$ cat src/rtl/core/rrf_pkg.sv
package rrf_pkg;

   localparam int unsigned SlotCount = 8;
   localparam int unsigned SlotCountWidth = 4;

   localparam logic [7:0] EscByte = 8'hC0;
   localparam logic [7:0] StartByte = 8'hC1;
   localparam logic [7:0] MarkC2Byte = 8'hC2;

   localparam logic [15:0] CrcPoly = 16'h8408;
   localparam logic [15:0] CrcInit = 16'hFFFF;

   localparam logic [7:0] CsrDeviceType = 8'd0;
   localparam logic [7:0] CsrLineAddress = 8'd1;

   typedef struct packed {
      logic [7:0] data_byte;
      logic       frame_start;
      logic       frame_end;
      logic [7:0] service_byte;
      logic [7:0] body_length;
   } req_type;

   typedef struct packed {
      logic [7:0] out_byte;
      logic       frame_last;
   } rsp_type;

   // Unescaped bytes of one request; slot 0 goes out first.
   typedef struct packed {
      logic [SlotCount-1:0][7:0]  bytes;
      logic [SlotCount-1:0]       raw;
      logic [SlotCountWidth-1:0]  count;
      logic                       end_frame;
   } batch_type;

   function automatic logic [15:0] crc_byte(input logic [15:0] crc, input logic [7:0] b);
      logic [15:0] c;
      c = crc ^ {8'h00, b};
      for (int j = 0; j < 8; j++) begin
         if (c[0]) begin
            c = (c >> 1) ^ CrcPoly;
         end else begin
            c = c >> 1;
         end
      end
      return c;
   endfunction

   localparam logic [15:0] CrcAfterStart = crc_byte(CrcInit, StartByte);

endpackage

$ cat src/rtl/core/rrf_builder.sv
module rrf_builder (
   input  logic                clock,
   input  logic                reset,
   input  logic                accept,
   input  rrf_pkg::req_type    req_payload,
   input  logic [7:0]          device_type,
   input  logic [7:0]          line_address,
   input  logic                take,
   output logic                batch_valid,
   output rrf_pkg::batch_type  batch
);

   logic               in_frame_ff, in_frame_in;
   logic [15:0]        crc_ff, crc_in;
   logic               batch_valid_ff, batch_valid_in;
   rrf_pkg::batch_type batch_ff, batch_in;
   logic               active;
   logic [15:0]        c1, c2, c3, c4, base, c5;

   always_comb begin
      active = req_payload.frame_start || in_frame_ff;
      c1 = rrf_pkg::crc_byte(rrf_pkg::CrcAfterStart, device_type);
      c2 = rrf_pkg::crc_byte(c1, line_address);
      c3 = rrf_pkg::crc_byte(c2, req_payload.service_byte);
      c4 = rrf_pkg::crc_byte(c3, req_payload.body_length);
      base = req_payload.frame_start ? c4 : crc_ff;
      c5 = rrf_pkg::crc_byte(base, req_payload.data_byte);

      batch_in = '0;
      batch_in.end_frame = req_payload.frame_end;
      if (req_payload.frame_start) begin
         batch_in.bytes[0] = rrf_pkg::StartByte;
         batch_in.bytes[1] = device_type;
         batch_in.bytes[2] = line_address;
         batch_in.bytes[3] = req_payload.service_byte;
         batch_in.bytes[4] = req_payload.body_length;
         batch_in.bytes[5] = req_payload.data_byte;
         batch_in.bytes[6] = c5[7:0];
         batch_in.bytes[7] = c5[15:8];
         batch_in.raw[0] = 1'b1;
         batch_in.count = req_payload.frame_end ? 4'd8 : 4'd6;
      end else begin
         batch_in.bytes[0] = req_payload.data_byte;
         batch_in.bytes[1] = c5[7:0];
         batch_in.bytes[2] = c5[15:8];
         batch_in.count = req_payload.frame_end ? 4'd3 : 4'd1;
      end

      in_frame_in = in_frame_ff;
      crc_in = crc_ff;
      if (accept && active) begin
         if (req_payload.frame_end) begin
            in_frame_in = 1'b0;
            crc_in = rrf_pkg::CrcInit;
         end else begin
            in_frame_in = 1'b1;
            crc_in = c5;
         end
      end

      batch_valid_in = batch_valid_ff && !take;
      if (accept && active) begin
         batch_valid_in = 1'b1;
      end
   end

   always_ff @(posedge clock) begin
      if (reset) begin
         in_frame_ff <= 1'b0;
         crc_ff <= rrf_pkg::CrcInit;
         batch_valid_ff <= 1'b0;
      end else begin
         in_frame_ff <= in_frame_in;
         crc_ff <= crc_in;
         batch_valid_ff <= batch_valid_in;
      end
   end

   always_ff @(posedge clock) begin
      if (accept && active) begin
         batch_ff <= batch_in;
      end
   end

   assign batch_valid = batch_valid_ff;
   assign batch = batch_ff;

   // A held batch must not be overwritten before the emitter takes it.
   a_batch_hold: assert property (@(posedge clock) disable iff (reset)
      batch_valid_ff && !take |=> batch_valid_ff && $stable(batch_ff))
      else $error("pending batch lost or changed");

   a_batch_nonempty: assert property (@(posedge clock) disable iff (reset)
      batch_valid_ff |-> batch_ff.count != 4'd0)
      else $error("empty batch marked valid");

endmodule

$ cat src/rtl/core/rrf_emitter.sv
module rrf_emitter (
   input  logic                clock,
   input  logic                reset,
   input  logic                batch_valid,
   input  rrf_pkg::batch_type  batch,
   output logic                take,
   output logic                rsp_valid,
   input  logic                rsp_stall,
   output rrf_pkg::rsp_type    rsp_payload
);

   logic [rrf_pkg::SlotCount-1:0][7:0]   bytes_ff, bytes_in;
   logic [rrf_pkg::SlotCount-1:0]        raw_ff, raw_in;
   logic [rrf_pkg::SlotCountWidth-1:0]   remain_ff, remain_in;
   logic                                 end_ff, end_in;
   logic                                 phase_ff, phase_in;
   logic                                 rsp_valid_ff, rsp_valid_in;
   rrf_pkg::rsp_type                     rsp_ff, rsp_in;
   logic                                 advance, busy, needs_esc, emit, consumed;

   always_comb begin
      advance = !rsp_valid_ff || !rsp_stall;
      busy = remain_ff != '0;
      needs_esc = !raw_ff[0] && (bytes_ff[0] inside {rrf_pkg::EscByte, rrf_pkg::StartByte,
                                                     rrf_pkg::MarkC2Byte});
      emit = advance && busy;
      consumed = emit && (!needs_esc || phase_ff);
      take = batch_valid && advance && (!busy || (consumed && remain_ff == 4'd1));

      if (phase_ff) begin
         rsp_in.out_byte = bytes_ff[0] - rrf_pkg::EscByte;
      end else if (needs_esc) begin
         rsp_in.out_byte = rrf_pkg::EscByte;
      end else begin
         rsp_in.out_byte = bytes_ff[0];
      end
      rsp_in.frame_last = end_ff && remain_ff == 4'd1 && (!needs_esc || phase_ff);

      rsp_valid_in = advance ? busy : rsp_valid_ff;
      phase_in = emit ? (needs_esc && !phase_ff) : phase_ff;

      bytes_in = bytes_ff;
      raw_in = raw_ff;
      remain_in = remain_ff;
      end_in = end_ff;
      if (take) begin
         bytes_in = batch.bytes;
         raw_in = batch.raw;
         remain_in = batch.count;
         end_in = batch.end_frame;
      end else if (consumed) begin
         bytes_in = bytes_ff >> 8;
         raw_in = raw_ff >> 1;
         remain_in = remain_ff - 4'd1;
      end
   end

   always_ff @(posedge clock) begin
      if (reset) begin
         rsp_valid_ff <= 1'b0;
         remain_ff <= '0;
         phase_ff <= 1'b0;
      end else begin
         rsp_valid_ff <= rsp_valid_in;
         remain_ff <= remain_in;
         phase_ff <= phase_in;
      end
   end

   always_ff @(posedge clock) begin
      bytes_ff <= bytes_in;
      raw_ff <= raw_in;
      end_ff <= end_in;
      if (emit) begin
         rsp_ff <= rsp_in;
      end
   end

   assign rsp_valid = rsp_valid_ff;
   assign rsp_payload = rsp_ff;

   a_phase_busy: assert property (@(posedge clock) disable iff (reset)
      phase_ff |-> remain_ff != '0)
      else $error("escape pending with no byte left");

   a_phase_code: assert property (@(posedge clock) disable iff (reset)
      phase_ff |-> !raw_ff[0] && (bytes_ff[0] == rrf_pkg::EscByte ||
                                  bytes_ff[0] == rrf_pkg::StartByte ||
                                  bytes_ff[0] == rrf_pkg::MarkC2Byte))
      else $error("escape pending on a byte that needs none");

   a_remain_range: assert property (@(posedge clock) disable iff (reset)
      remain_ff <= 4'd8)
      else $error("slot count out of range");

endmodule

$ cat src/rtl/core/rs485_request_framer.sv
// Channel   Direction  Handshake          Content
// req_      in         req_valid/stall    one body byte plus frame start/end and header fields
// rsp_      out        rsp_valid/stall    one escaped line byte, frame_last on final CRC byte
// csr_      in         csr_valid/ready    register index and write data
//
// A request produces one line byte per cycle while the response is not stalled:
// a plain body byte becomes one line byte, an escaped one two; a frame-start
// request adds the start byte and the header, and a frame-end request the CRC,
// so a request yields 0 to 15 bytes; the emitter's single-byte output sets the rate.
// Reset is synchronous; afterwards no frame is open and both header registers are 0.
// A stalled response holds; one decoded request waits in the builder while the
// emitter drains the previous one, so requests stall only when both are occupied.
module rs485_request_framer (
   input  logic              clock,
   input  logic              reset,

   input  logic              req_valid,
   output logic              req_stall,
   input  rrf_pkg::req_type  req_payload,

   output logic              rsp_valid,
   input  logic              rsp_stall,
   output rrf_pkg::rsp_type  rsp_payload,

   input  logic              csr_valid,
   output logic              csr_ready,
   input  logic [7:0]        csr_index,
   input  logic [7:0]        csr_data
);

   // Header registers. Writes to indexes beyond the list are dropped.
   logic [7:0] device_type_ff, device_type_in;
   logic [7:0] line_address_ff, line_address_in;

   logic               accept;
   logic               take;
   logic               batch_valid;
   rrf_pkg::batch_type batch;

   // The port never pushes back on register writes.
   assign csr_ready = 1'b1;

   always_comb begin
      device_type_in = device_type_ff;
      line_address_in = line_address_ff;
      if (csr_valid && csr_ready) begin
         case (csr_index)
            rrf_pkg::CsrDeviceType: begin
               device_type_in = csr_data;
            end
            rrf_pkg::CsrLineAddress: begin
               line_address_in = csr_data;
            end
            default: begin
            end
         endcase
      end
   end

   always_ff @(posedge clock) begin
      if (reset) begin
         device_type_ff <= 8'h00;
         line_address_ff <= 8'h00;
      end else begin
         device_type_ff <= device_type_in;
         line_address_ff <= line_address_in;
      end
   end

   // The builder can take a new request whenever its batch register is free or
   // is being handed to the emitter in this same cycle.
   assign req_stall = batch_valid && !take;
   assign accept = req_valid && !req_stall;

   // The builder folds the request into the running CRC and lays out the
   // unescaped bytes it contributes to the frame.
   rrf_builder u_builder (
      .clock        (clock),
      .reset        (reset),
      .accept       (accept),
      .req_payload  (req_payload),
      .device_type  (device_type_ff),
      .line_address (line_address_ff),
      .take         (take),
      .batch_valid  (batch_valid),
      .batch        (batch)
   );

   // The emitter walks the batch one line byte per cycle while rsp_stall is low,
   // sending C0, C1 and C2 as escape byte plus offset, everywhere but on the start byte.
   rrf_emitter u_emitter (
      .clock       (clock),
      .reset       (reset),
      .batch_valid (batch_valid),
      .batch       (batch),
      .take        (take),
      .rsp_valid   (rsp_valid),
      .rsp_stall   (rsp_stall),
      .rsp_payload (rsp_payload)
   );

endmodule

$ cat config.mk
export PLATFORM = sky130hd
export DESIGN_NAME = rs485_request_framer
export DESIGN_NICKNAME = d
export VERILOG_FILES = /design/src/rtl/core/rrf_pkg.sv /design/src/rtl/core/rrf_builder.sv /design/src/rtl/core/rrf_emitter.sv /design/src/rtl/core/rs485_request_framer.sv
export SDC_FILE = /design/constraint.sdc
export NUM_CORES = 1
export LEC_CHECK = 0
export BUFFER_PORTS_ARGS = -buffer_cell sky130_fd_sc_hd__buf_2
export CORE_ASPECT_RATIO = 1.1
export CORE_MARGIN = 2
export CORE_UTILIZATION = 30
export CTS_BUF_LIST = sky130_fd_sc_hd__clkbuf_8
export CTS_CLUSTER_DIAMETER = 200
export DETAILED_ROUTE_END_ITERATION = 16
export SETUP_SLACK_MARGIN = 0.4
export SLEW_MARGIN = 20
export SYNTH_ARGS = -nofsm -noshare
export SYNTH_HDL_FRONTEND = slang
export SYNTH_SLANG_ARGS = --single-unit
$ cat constraint.sdc
create_clock -name clock -period 13.78 [get_ports clock]
set_input_delay 2.067 -clock clock [delete_from_list [all_inputs] [get_ports clock]]
set_output_delay 2.067 -clock clock [all_outputs]
set_load 0.02 [all_outputs]
==> results by group <==
Outcome
  – Status: finished clean

Die
  – Die Area: around 0.032 mm^2
  – Row count: 67
  – Initial core utilization: 0.303
  – DIE HEIGHT: around 190 um
  – Chip width: about 170 um
  – # IOs: 59
  – CORE AREA: about 0.03 mm^2

Routing
  – DRC errors left: 0
  – Detailed Routing Iterations Pass 1: 5
  – Vias/cell: between 4 and 5
  – Antenna Nets Post-Route: 0
  – Drt initial violations: 404
  – Final wirelength: approximately 21,000 um
  – Routed length per instance: 16.6 um
  – Via count: 5,494

Power
  – PwrDens: between 150 and 200 mW/mm^2
  – Leak: between 0.004 and 0.005 uW
  – Peak VDD IR: a little under 0.07 mV

Global routing
  – Total gr overflow: 0
  – Initial antenna violation count: 0
  – Pin count of the biggest net entering global routing: 78
  – Global-route wire length before repair: between 30,000 and 40,000 um
  – Overall Global Routing Usage: 0.136
  – Vias in the first global route: between 5,000 and 6,000

Critical path
  – Crit path max-delay cell type: o21ai_0
  – CP Capture Type: output port
  – Worst R2R Setup Slack: roughly 9.6 ns
  – Crit path max fanout: 4
  – Cell family with most CP delay: compound AO/OA/AOI/OAI gates
  – Cell chain of the critical path: buf_2, a211oi_1, o21ai_0, nand2_1, inv_1, buf_2
  – Worst setup startpoint: rsp_stall
  – Cell mode on critical path: buf_2
  – Crit path required time: roughly 12 ns
  – Critical path launch point type: input port
  – Reg-to-Reg End: u_emitter.bytes_ff[41]
  – Worst r2r path cells: 11
  – Largest stage delay on the critical path: between 0.3 and 0.4 ns
  – R2r startpoint: u_emitter.bytes_ff[6]
  – Buf+Inv Stages, Crit Path: 3
  – Setup Crit Path Kind: in2out
  – CP arrival: 3.22 ns

Placed design
  – Routability cong.: around 0.86
  – Post-DP HPWL: about 15,000 um
  – IO buf count: between 50 and 60

Logic synthesis
  – Yosys top cell area share: 0.475
  – Commonest cells in the netlist: 195 x nand2_1, 145 x edfxtp_1, 67 x xnor2_1
  – Top-count cell post-synth: nand2_1
  – Multiplexer share of the synthesized area: 0.0351
  – Asr flop ratio synth: 0
  – Top cell type by total area after synthesis: edfxtp_1
  – Largest family of logic cells by synthesized area: XOR/XNOR gates
  – Ys Warns: 0
  – Post-Synth Simple-Gate Area: 0.152
  – Post-synth EDFFs: around 150
  – Avg Cell Area, Syn: ~12 um^2
  – Yosys reg bits: roughly 190
  – Adder-cell area share of the yosys netlist: 0.00409
  – Netlist cell types: 51
  – Xor-xnor portion of the synthesized cell area: 0.184
  – Synth Flop Type: edfxtp_1
  – Mapped Nets: 835
  – Complex-gate fraction of the synthesized area: 0.0381
  – Post-synthesis sequential area ratio: 0.562
  – Post-Synthesis Cells: 785
  – Largest cells by area after synthesis: edfxtp_1 47%, dfxtp_1 8.7%, nand2_1 8.0%, xnor2_1 6.4%, xnor3_1 3.4%
  – Mapped Area: roughly 0.0092 mm^2

Clocking
  – Clock network latency to the later pin of the worst-skew pair: around 0.48 ns
  – CTS Sinks: ~190
  – CTS HTree Levels: 4
  – Hold buffer count at cts: 0
  – Resized Gates After CTS: 0
  – CTS max path bufs: 2
  – Cts bufs inserted: 17
  – # Post-CTS Setup Buffers: 0
  – Reg clk slew, reported paths: 0.10 ns
  – Clock Tree Root: clkbuf_8
  – CTS tree: done

STA
  – Period minus WS final: ~5.3 ns
  – Unrepaired setup endpoints after global routing: no
  – Slew margin rel.: 0.342
  – Setup TNS: 0 ns
  – Final Hold Vio Count: 0
  – Fin Clk Skew: between 0.01 and 0.015 ns
  – Max Slew Vio Count: 0
  – Tcrit/Tclk final: 0.384
  – Worst slew pin tran: between 0.9 and 1 ns
  – Fmax: 0.189 GHz
  – Setup Viol. Count Final: 0

Layout
  – Post-layout util: 0.339
  – Share of cells above drive strength 1: 0.161
  – Antenna cells: 0
  – Fillers: 3,027
  – Register area: 0.00515 mm^2
  – Multi-input logic area: ~0.0038 mm^2
  – Synth-to-layout area growth: 11.7%
  – Nets: between 800 and 900

Worst hold path
  – Worst Hold Endpoint: u_emitter.end_ff
  – Hold path startpoint: u_builder.batch[0]
  – HP Class: reg2reg
  – Hold-critical path depth: 0

Run
  – MaxCap Viol Count: 0
-- per-stage QoR --
step                      power (uW)  hold slack, ns  std cells  worst slack (ns)  instance area, um^2
after CTS                       1850           0.441       1251              8.50                10200
after detailed placement        1480           0.417       1219              8.48                 9850
after floorplan                 1310           0.400        785              6.58                 9170
after global placement          1470           0.403       1219              8.51                 9850
after global routing            1950           0.465       1251              8.31                10200
final                           1830           0.438       1251              8.49                10200
-- cells by family (layout without fill, tap and decap cells) --
group | after synthesis | count (layout)
buffers and inverters | 51 | 103
adder cells (fa/ha/maj) | 3 | 3
AO/OA/AOI/OAI | 58 | 58
XOR/XNOR | 135 | 135
other | 1 | 1
multiplexers | 30 | 30
AND/OR/NAND/NOR | 322 | 322
flip-flops | 185 | 185
-- sequential cells by signal (all words and copies together) (netlist names) --
signal,cells
u_emitter.raw_ff,1
u_emitter.phase_ff,1
u_emitter.bytes_ff,64
u_emitter.remain_ff,4
u_builder.batch_valid,1
u_builder.in_frame_ff,1
u_builder.crc_ff,16
u_emitter.rsp_valid,1
line_address_ff,8
u_emitter.end_ff,1
u_emitter.rsp_payload,9
u_builder.batch,70
device_type_ff,8
-- cells in the final DEF (no fill, tap or decap), types with 14 or more instances in the layout --
| master | count |
|---|---|
| xnor2_1 | 67 |
| and2_1 | 30 |
| xor2_1 | 28 |
| nand2_1 | 193 |
| xnor3_1 | 14 |
| clkbuf_8 | 17 |
| mux2i_1 | 22 |
| a21oi_1 | 22 |
| dfxtp_1 | 40 |
| buf_2 | 57 |
| nor2_1 | 54 |
| edfxtp_1 | 145 |
-- worst reg2reg max path: stages, from the launching register on --
cell and delay, ns:
edfxtp_1 0.38, ha_1 0.14, nor4b_1 0.26, nand3_1 0.31
and2_1 0.27, o21ai_0 0.57, inv_1 0.37, nand2_2 0.14
buf_4 0.54, inv_2 0.61, nand2_1 0.22, nand2_1 0.14
-- final cells by class --
type                            instances  area share
Clock buffer                           17      0.0228
Clock inverter                         15      0.0162
Inverter                                8     0.00293
Multi-Input combinational cell        549       0.372
Sequential cell                       185       0.503
Tap cell                              414      0.0506
Timing Repair Buffer                   63      0.0322
-- how the worst max path moves through the flow --
stage | endpoint | depth (start not counted)
5_1_grt | req_stall | 6
6_report | req_stall | 6
3_3_place_gp | u_builder.crc_ff[8] | 7
3_5_place_dp | u_builder.crc_ff[9] | 8
4_1_cts | req_stall | 6
2_1_floorplan | u_builder.crc_ff[14] | 6
-- report_power, final --
group | internal [uW] | leakage [uW] | switching (uW)
combinational | 197 | 0.00212 | 357
clock | 165 | 0.000203 | 206
sequential | 845 | 0.00175 | 58.6
-- layer usage --
metal / track usage / vias up / wire (um)
met5: 0 / - / 0
met4: 0.0460 / 0 / 444
met3: 0.0298 / 25 / 831
met2: 0.236 / 105 / 10700
met1: 0.167 / 2649 / 8790
li1: - / 2715 / -
Note: power is estimated with default switching activity, not from simulation.
